File: src/hdl/bsst_pkg.sv
package bsst_pkg;

  localparam int BSST_CAPACITY = 64;
  localparam int LIMIT_W       = 7;
  localparam int VALUE_W       = 32;
  localparam int SPAN_W        = 32;
  localparam int STATUS_W      = 2;

  localparam logic [LIMIT_W-1:0] LIMIT_RESET = 7'd64;

  // result status codes
  localparam logic [STATUS_W-1:0] ST_INSERTED = 2'd0;
  localparam logic [STATUS_W-1:0] ST_FULL     = 2'd1;
  localparam logic [STATUS_W-1:0] ST_CLEARED  = 2'd2;

  typedef enum logic [1:0] {
    OP_INSERT,
    OP_REJECT,
    OP_CLEAR
  } op_t;

  typedef struct packed {
    logic                      action;
    logic signed [VALUE_W-1:0] value;
  } in_item_t;

  typedef struct packed {
    logic [STATUS_W-1:0] status;
    logic [LIMIT_W-1:0]  element_count;
    logic                spans_valid;
    logic [SPAN_W-1:0]   shortest_span;
    logic [SPAN_W-1:0]   longest_span;
  } out_item_t;

  // controller -> datapath
  typedef struct packed {
    op_t  op;
    logic capture;
    logic prep;
    logic scan;
    logic commit;
  } cmd_t;

  // datapath -> controller
  typedef struct packed {
    logic is_clear;
    logic full;
    logic count_zero;
    logic scan_last;
    logic pipe_busy;
  } sts_t;

endpackage

File: src/hdl/bsst_ctrl.sv
module bsst_ctrl
  import bsst_pkg::*;
(
  input  logic clk,
  input  logic rst_n,
  input  logic start,
  output logic busy,
  input  sts_t sts,
  output cmd_t cmd
);

  typedef enum logic [1:0] {
    S_IDLE,
    S_DECIDE,
    S_SCAN,
    S_WAIT
  } state_t;

  state_t state_r;
  op_t    op_r;
  logic   busy_r;
  op_t    op_dec;

  always_comb begin
    if (sts.is_clear) begin
      op_dec = OP_CLEAR;
    end else if (sts.full) begin
      op_dec = OP_REJECT;
    end else begin
      op_dec = OP_INSERT;
    end
  end

  always_comb begin
    cmd         = '0;
    cmd.op      = op_r;
    case (state_r)
      S_IDLE: begin
        cmd.capture = start;
      end
      S_DECIDE: begin
        cmd.op   = op_dec;
        cmd.prep = 1'b1;
      end
      S_SCAN: begin
        cmd.scan = 1'b1;
      end
      S_WAIT: begin
        cmd.commit = !sts.pipe_busy;
      end
      default: begin
        cmd = '0;
      end
    endcase
  end

  always_ff @(posedge clk) begin
    if (!rst_n) begin
      state_r <= S_IDLE;
      op_r    <= OP_INSERT;
      busy_r  <= 1'b0;
    end else begin
      case (state_r)
        S_IDLE: begin
          if (start) begin
            state_r <= S_DECIDE;
            busy_r  <= 1'b1;
          end
        end
        S_DECIDE: begin
          op_r <= op_dec;
          if (op_dec == OP_INSERT && !sts.count_zero) begin
            state_r <= S_SCAN;
          end else begin
            state_r <= S_WAIT;
          end
        end
        S_SCAN: begin
          if (sts.scan_last) begin
            state_r <= S_WAIT;
          end
        end
        S_WAIT: begin
          if (!sts.pipe_busy) begin
            state_r <= S_IDLE;
            busy_r  <= 1'b0;
          end
        end
        default: begin
          state_r <= S_IDLE;
          busy_r  <= 1'b0;
        end
      endcase
    end
  end

  assign busy = busy_r;

endmodule

File: src/hdl/bsst_dp.sv
module bsst_dp
  import bsst_pkg::*;
#(
  parameter int CAPACITY = BSST_CAPACITY
)
(
  input  logic               clk,
  input  logic               rst_n,
  input  in_item_t           in_item,
  input  logic               cfg_we,
  input  logic [LIMIT_W-1:0] cfg_wdata,
  input  cmd_t               cmd,
  output sts_t               sts,
  output logic               out_valid,
  output out_item_t          out_item
);

  localparam int CNT_W = $clog2(CAPACITY + 1);
  localparam int AW    = $clog2(CAPACITY);
  localparam int CMP_W = (CNT_W > LIMIT_W) ? CNT_W : LIMIT_W;

  // element storage, unsorted; only slots below count_r are read
  logic [VALUE_W-1:0] mem [CAPACITY];
  logic [VALUE_W-1:0] rdata_r;

  in_item_t           item_r;
  logic [LIMIT_W-1:0] limit_r;
  logic [CNT_W-1:0]   count_r;
  logic [VALUE_W-1:0] min_r, max_r;
  logic [SPAN_W-1:0]  gap_r;
  logic [VALUE_W-1:0] cand_min_r, cand_max_r;
  logic [SPAN_W-1:0]  acc_r;
  logic [SPAN_W-1:0]  abs_r;
  logic [AW-1:0]      idx_r;
  logic               rd_v_r, abs_v_r;
  logic               out_valid_r;
  out_item_t          out_r;

  logic [CMP_W-1:0]   cnt_cmp, lim_cmp, lim_eff;
  logic [VALUE_W:0]   d_vx, d_xv;
  logic [SPAN_W-1:0]  abs_d;
  logic               v_lt_min, v_gt_max;
  logic [CNT_W-1:0]   cnt_res;
  logic               valid_res;
  logic [VALUE_W-1:0] span_res;

  // effective limit: register clipped to storage depth
  always_comb begin
    cnt_cmp = CMP_W'(count_r);
    lim_cmp = CMP_W'(limit_r);
    lim_eff = (lim_cmp > CMP_W'(CAPACITY)) ? CMP_W'(CAPACITY) : lim_cmp;
  end

  assign sts.is_clear   = item_r.action;
  assign sts.full       = (cnt_cmp >= lim_eff);
  assign sts.count_zero = (count_r == '0);
  assign sts.scan_last  = (CNT_W'(idx_r) == count_r - CNT_W'(1));
  assign sts.pipe_busy  = rd_v_r | abs_v_r;

  // distance of the new value to one stored element, 33-bit exact
  always_comb begin
    d_vx  = {item_r.value[VALUE_W-1], item_r.value} - {rdata_r[VALUE_W-1], rdata_r};
    d_xv  = {rdata_r[VALUE_W-1], rdata_r} - {item_r.value[VALUE_W-1], item_r.value};
    abs_d = d_vx[VALUE_W] ? d_xv[SPAN_W-1:0] : d_vx[SPAN_W-1:0];
  end

  assign v_lt_min = (item_r.value < $signed(min_r));
  assign v_gt_max = (item_r.value > $signed(max_r));

  always_ff @(posedge clk) begin
    if (cmd.prep && cmd.op == OP_INSERT) begin
      mem[count_r[AW-1:0]] <= item_r.value;
    end
  end

  always_ff @(posedge clk) begin
    if (cmd.scan) begin
      rdata_r <= mem[idx_r];
    end
  end

  always_ff @(posedge clk) begin
    if (!rst_n) begin
      limit_r <= LIMIT_RESET;
    end else if (cfg_we) begin
      limit_r <= cfg_wdata;
    end
  end

  // scan pipeline: read, distance, running minimum
  always_ff @(posedge clk) begin
    if (!rst_n) begin
      rd_v_r  <= 1'b0;
      abs_v_r <= 1'b0;
    end else begin
      rd_v_r  <= cmd.scan;
      abs_v_r <= rd_v_r;
    end
  end

  always_ff @(posedge clk) begin
    if (cmd.prep) begin
      idx_r <= '0;
    end else if (cmd.scan) begin
      idx_r <= idx_r + AW'(1);
    end
    if (rd_v_r) begin
      abs_r <= abs_d;
    end
  end

  always_ff @(posedge clk) begin
    if (cmd.capture) begin
      item_r <= in_item;
      acc_r  <= (count_r >= CNT_W'(2)) ? gap_r : '1;
    end else if (abs_v_r && abs_r < acc_r) begin
      acc_r <= abs_r;
    end
  end

  always_ff @(posedge clk) begin
    if (cmd.prep) begin
      if (cmd.op == OP_INSERT) begin
        cand_min_r <= (sts.count_zero || v_lt_min) ? item_r.value : min_r;
        cand_max_r <= (sts.count_zero || v_gt_max) ? item_r.value : max_r;
      end else begin
        cand_min_r <= min_r;
        cand_max_r <= max_r;
      end
    end
  end

  always_comb begin
    case (cmd.op)
      OP_CLEAR:  cnt_res = '0;
      OP_INSERT: cnt_res = count_r + CNT_W'(1);
      default:   cnt_res = count_r;
    endcase
    valid_res = (cnt_res >= CNT_W'(2));
    span_res  = cand_max_r - cand_min_r;
  end

  always_ff @(posedge clk) begin
    if (!rst_n) begin
      count_r     <= '0;
      out_valid_r <= 1'b0;
    end else begin
      out_valid_r <= cmd.commit;
      if (cmd.commit) begin
        count_r <= cnt_res;
      end
    end
  end

  always_ff @(posedge clk) begin
    if (cmd.commit) begin
      if (cmd.op == OP_INSERT) begin
        min_r <= cand_min_r;
        max_r <= cand_max_r;
        gap_r <= acc_r;
      end
      case (cmd.op)
        OP_CLEAR:  out_r.status <= ST_CLEARED;
        OP_REJECT: out_r.status <= ST_FULL;
        default:   out_r.status <= ST_INSERTED;
      endcase
      out_r.element_count <= LIMIT_W'(cnt_res);
      out_r.spans_valid   <= valid_res;
      out_r.shortest_span <= valid_res ? acc_r : '0;
      out_r.longest_span  <= valid_res ? span_res : '0;
    end
  end

  assign out_valid = out_valid_r;
  assign out_item  = out_r;

endmodule

File: src/hdl/bounded_set_span_tracker.sv
// Bounded set span tracker. Holds up to min(element_limit, CAPACITY) signed
// 32-bit values (duplicates kept). Pulse start while busy is low to hand in an
// item: action 0 adds in_item.value, action 1 empties the set. Each item gives
// exactly one result on out_item, shown for a single cycle with out_valid high;
// the receiver cannot stall it, so it must take the result in that cycle. A
// clear, a rejected add (set full) or an add to an empty set holds busy only
// through the decide and wait states. An add to a set of n >= 1 elements also
// scans: the new value is compared against every stored element, one memory
// read per cycle, to find its nearest neighbour. The result appears in the
// first cycle busy is low again, and a new item may start in that same cycle.
// The user must write element_limit through cfg_we/cfg_wdata only while the
// block is idle; the block itself does not enforce it. element_limit resets to 64.
module bounded_set_span_tracker
  import bsst_pkg::*;
#(
  parameter int CAPACITY = BSST_CAPACITY
)
(
  input  logic               clk,
  input  logic               rst_n,
  // item input
  input  logic               start,
  output logic               busy,
  input  in_item_t           in_item,
  // result output
  output logic               out_valid,
  output out_item_t          out_item,
  // element_limit register
  input  logic               cfg_we,
  input  logic [LIMIT_W-1:0] cfg_wdata
);

  // Shortest span is kept incrementally: inserting v between neighbours a
  // and b replaces gap b-a with v-a and b-v, both no larger, so the new
  // minimum is min(old minimum, distance from v to its nearest element).
  // Longest span comes from running min/max registers.

  cmd_t cmd;
  sts_t sts;

  bsst_ctrl u_ctrl (
    .clk   (clk),
    .rst_n (rst_n),
    .start (start),
    .busy  (busy),
    .sts   (sts),
    .cmd   (cmd)
  );

  bsst_dp #(
    .CAPACITY (CAPACITY)
  ) u_dp (
    .clk       (clk),
    .rst_n     (rst_n),
    .in_item   (in_item),
    .cfg_we    (cfg_we),
    .cfg_wdata (cfg_wdata),
    .cmd       (cmd),
    .sts       (sts),
    .out_valid (out_valid),
    .out_item  (out_item)
  );

endmodule

File: config.mk
export PLATFORM = sky130hd
export DESIGN_NAME = bounded_set_span_tracker
export DESIGN_NICKNAME = d
export VERILOG_FILES = /design/src/hdl/bsst_pkg.sv /design/src/hdl/bsst_ctrl.sv /design/src/hdl/bsst_dp.sv /design/src/hdl/bounded_set_span_tracker.sv
export SDC_FILE = /design/constraint.sdc
export NUM_CORES = 2
export LEC_CHECK = 0
export ABC_AREA = 1
export ABC_CLOCK_PERIOD_IN_PS = 13300
export BUFFER_PORTS_ARGS = -buffer_cell sky130_fd_sc_hd__buf_2
export CAP_MARGIN = 10
export CORE_ASPECT_RATIO = 1.5
export CORE_MARGIN = 10
export CORE_UTILIZATION = 57
export CTS_CLUSTER_SIZE = 30
export DETAILED_ROUTE_END_ITERATION = 8
export PLACE_DENSITY = 0.84
export RECOVER_POWER = 50
export SYNTH_ARGS = -nofsm -noshare
export SYNTH_HDL_FRONTEND = slang
export SYNTH_SLANG_ARGS = --single-unit
File: constraint.sdc
create_clock -name clk -period 13.3 [get_ports clk]
set_input_delay 0.665 -clock clk [delete_from_list [all_inputs] [get_ports clk]]
set_output_delay 0.665 -clock clk [all_outputs]
set_load 0.005 [all_outputs]
==> results.py <==
metrics = {
    "sta": {
        "slew_headroom_pct": -223,
        "final_hold_viol_count": 0,
        "max_slew.worst_pin.slew_ps": 4850,
        "hold_ws_ps": 27.6,
        "rsz0062_at_grt": "no",
        "max_freq_mhz": 147,
        "setup_violations": 0,
        "period_minus_slack_ps": 6780,
        "skew_ps": 47.2,
        "fin_tns_setup_ps": 0,
        "timing.final.crit_share_pct": 51.0,
        "maxSlewViolCount": 2427,
    },
    "worst_setup_path": {
        "r2r_cells": 14,
        "cp-start-kind": "flop",
        "rr_endpoint": "u_dp.abs_r[29]$_DFFE_PP_",
        "crit_required_ps": 13870,
        "critical_path_class": "reg2reg",
        "r2r-start": "u_dp.item_r[4]$_DFFE_PP_",
        "cp.arrival_ps": 7360,
        "worstPathMaxFanout": 70,
        "r2r_slack_ps": 6520,
        "endpoint_kind": "flop",
    },
    "global_route": {
        "overflow": 0,
        "grt_max_degree": 184,
        "grt_usage_pct": 29.4,
        "grt_pass1_vias": 70504,
        "antenna_found_initial": 19,
        "grt_pass1_wl_um": 441000,
    },
    "clocking": {
        "clock_latency_ps": 860,
        "cts_tree": "done",
        "path_clk_slew_ps": 70,
        "cts_sinks": 2439,
        "cts_buffer_depth": 4,
        "clock-root-buffer": "clkbuf_16",
        "numCtsBuffers": 202,
        "htree_levels": 4,
    },
    "routing": {
        "drt.antenna.violating_nets": 0,
        "drtIter0Drc": 12032,
        "routedWlPerCell_um": 27.9,
        "routed_wl_um": 303000,
        "viasPerCell": 6.63,
        "via_count": 71944,
        "route.detailed.drc": 0,
        "drtPass1Iterations": 8,
    },
    "final_layout": {
        "layout_common_cells": "2,411 x edfxtp_1, 1,237 x nor2_1, 1,122 x o21ai_0",
        "final_core_util_pct": 62.4,
        "syn_to_final_growth_pct": 8.93,
        "fin_nets": 8546,
        "mostFrequentLayoutCell": "edfxtp_1",
        "final_layout_size_suffix_gt1_share_pct": 6.39,
    },
    "worst_hold_path": {
        "hold_class": "in2reg",
        "hp-start": "in_item[16]",
        "hold_depth": 1,
        "min_delay_worst_endpoint": "u_dp.item_r[16]$_DFFE_PP_",
    },
    "synthesis": {
        "ys_types": 45,
        "async_reset_ff_share_pct": 0,
        "synth-main-ff-cell": "edfxtp_1",
        "synth-seq-cells": 2439,
        "yosysSeqAreaShare_pct": 71.3,
        "syn-num-nets": 8567,
        "syn_area_sq_um": 102000,
        "postSynthCellCount": 8317,
        "syn_avg_cell_area_sq_um": 12.3,
        "synth_edf_count": 2411,
        "ys_warn_count": 0,
    },
    "pwr": {
        "power_density_nw_per_um2": 214,
        "p_leak_nw": 37.8,
        "peakVddDrop_uv": 168,
    },
    "run": {
        "cap_viol_max_count": 44,
    },
    "run_status": {
        "status": "finished, violations left",
        "violations": "capacitance limit, slew limit",
    },
    "floorplanning": {
        "die_h_um": 539,
        "die_w_um": 366,
        "rows": 190,
        "start_util_pct": 57.3,
        "core_area_sq_um": 179000,
        "fp.dieArea_sq_um": 197000,
        "io_pins": 120,
    },
    "placed_design": {
        "gp_congestion": 0.939,
        "port_buffers": 119,
        "dp.final_hpwl_um": 175000,
    },
}
-- cell type report --
cell class	instances	area, sq um
timing repair buffer	279	1630
clock inverter	90	812
clock buffer	252	5260
inverter	431	1650
tap	2400	3000
sequential	2439	73000
fill	12321	67100
multi-input combinational	4943	26100
antenna	17	42.5
-- power by group --
group	total [mW]	switching [mW]	internal [mW]
clock	5.72	2.66	3.06
combinational	8.28	6.12	2.16
sequential	9.80	0.318	9.48
total	23.8	9.09	14.7
-- metal layers --
layer	wire [um]	share of wire, %	vias to the layer above	global-route usage [%]
li1	-	-	30225	-
met1	91300	30	34436	33.4
met2	144000	47	6025	48.0
met3	39100	13	1252	6.38
met4	28800	9.5	6	23.5
met5	51	0.017	-	0
-- metrics by stage --
stage / cell area, sq um / cells / power, mW / setup WS (ps)
3_3_place_gp: 106000 / 10474 / 17.4 / 8770
3_5_place_dp: 106000 / 10474 / 17.8 / 8660
2_1_floorplan: 102000 / 8317 / 15.1 / 4300
4_1_cts: 112000 / 10833 / 23.4 / 8620
5_1_grt: 111000 / 10845 / 24.7 / 6330
6_report: 111000 / 10851 / 23.8 / 6520
-- worst max-delay path, stage by stage, from the launching register on --
cell and delay (ps):
edfxtp_1 340, clkbuf_1 3360, inv_1 200, ha_1 570, a21oi_1 210, a21boi_0 550, o21ai_0 420, nand2_1 160
nand2_1 230, nand2_1 160, nand2_1 60, nand2_1 50, nand2_1 50, nand2_1 60, nand2_1 50
-- state kept, by name, indices dropped and copies added (netlist names), 32 cells and up --
name             count
u_dp.max_r          32
u_dp.min_r          32
u_dp.mem          2048
u_dp.cand_min_r     32
u_dp.item_r         32
u_dp.out_item       74
u_dp.cand_max_r     32
u_dp.acc_r          32
u_dp.rdata_r        32
u_dp.gap_r          32
u_dp.abs_r          32
-- cells in the mapped netlist, types with 4 or more instances --
master,instances,area share (%)
edfxtp_1,2411,71
nor2_1,1301,4.8
o21ai_0,1121,5.5
nand2_1,829,3.0
inv_1,370,1.4
nand3_1,345,1.7
clkbuf_1,342,1.3
o22ai_1,307,1.9
a21oi_1,281,1.4
o221ai_1,208,1.8
ha_1,203,2.5
buf_2,120,0.59
nand4_1,66,0.40
xor2_1,66,0.56
inv_2,59,0.22
o211ai_1,58,0.43
dfxtp_1,28,0.55
xnor2_1,25,0.21
buf_1,24,0.088
nor3_1,18,0.088
o21bai_1,18,0.13
nand2_2,16,0.098
o21a_1,13,0.095
o21ai_1,12,0.059
a21boi_0,9,0.066
a31oi_1,9,0.055
buf_6,9,0.099
a221oi_1,8,0.068
a21o_1,6,0.044
clkbuf_2,6,0.029
nor4_1,4,0.024
-- worst max path at each step --
stage                               start  depth (start not counted)                    endpoint
2_1_floorplan      u_dp.rd_v_r$_SDFF_PN0_                          3     u_dp.gap_r[0]$_DFFE_PP_
3_3_place_gp   u_dp.idx_r[0]$_SDFFE_PP0P_                         10  u_dp.rdata_r[27]$_DFFE_PP_
3_5_place_dp   u_dp.idx_r[0]$_SDFFE_PP0P_                         10  u_dp.rdata_r[27]$_DFFE_PP_
4_1_cts        u_dp.idx_r[0]$_SDFFE_PP0P_                         10  u_dp.rdata_r[27]$_DFFE_PP_
5_1_grt          u_dp.item_r[4]$_DFFE_PP_                         14    u_dp.abs_r[31]$_DFFE_PP_
6_report         u_dp.item_r[4]$_DFFE_PP_                         14    u_dp.abs_r[29]$_DFFE_PP_
-- repair_timing --
item | 4_1_cts | 5_1_grt
hold buffers | 17 | 0
gates resized for setup | 0 | 0
buffers inserted | 0 | 0
endpoints found under the hold margin | 17 | 0
-- cells by family (layout without fill, tap and decap cells) --
| logic type | after synthesis | after routing | share of synthesized area [%] |
|---|---|---|---|
| compound gates | 2057 | 2057 | 11.5 |
| xor+xnor | 91 | 91 | 0.779 |
| fa+ha+maj | 206 | 206 | 2.54 |
| buf+inv | 935 | 1052 | 3.66 |
| flops | 2439 | 2439 | 71.3 |
| other cells | 0 | 17 | 0 |
| simple gates | 2589 | 2589 | 10.2 |
(Power assumes the default switching activity.)
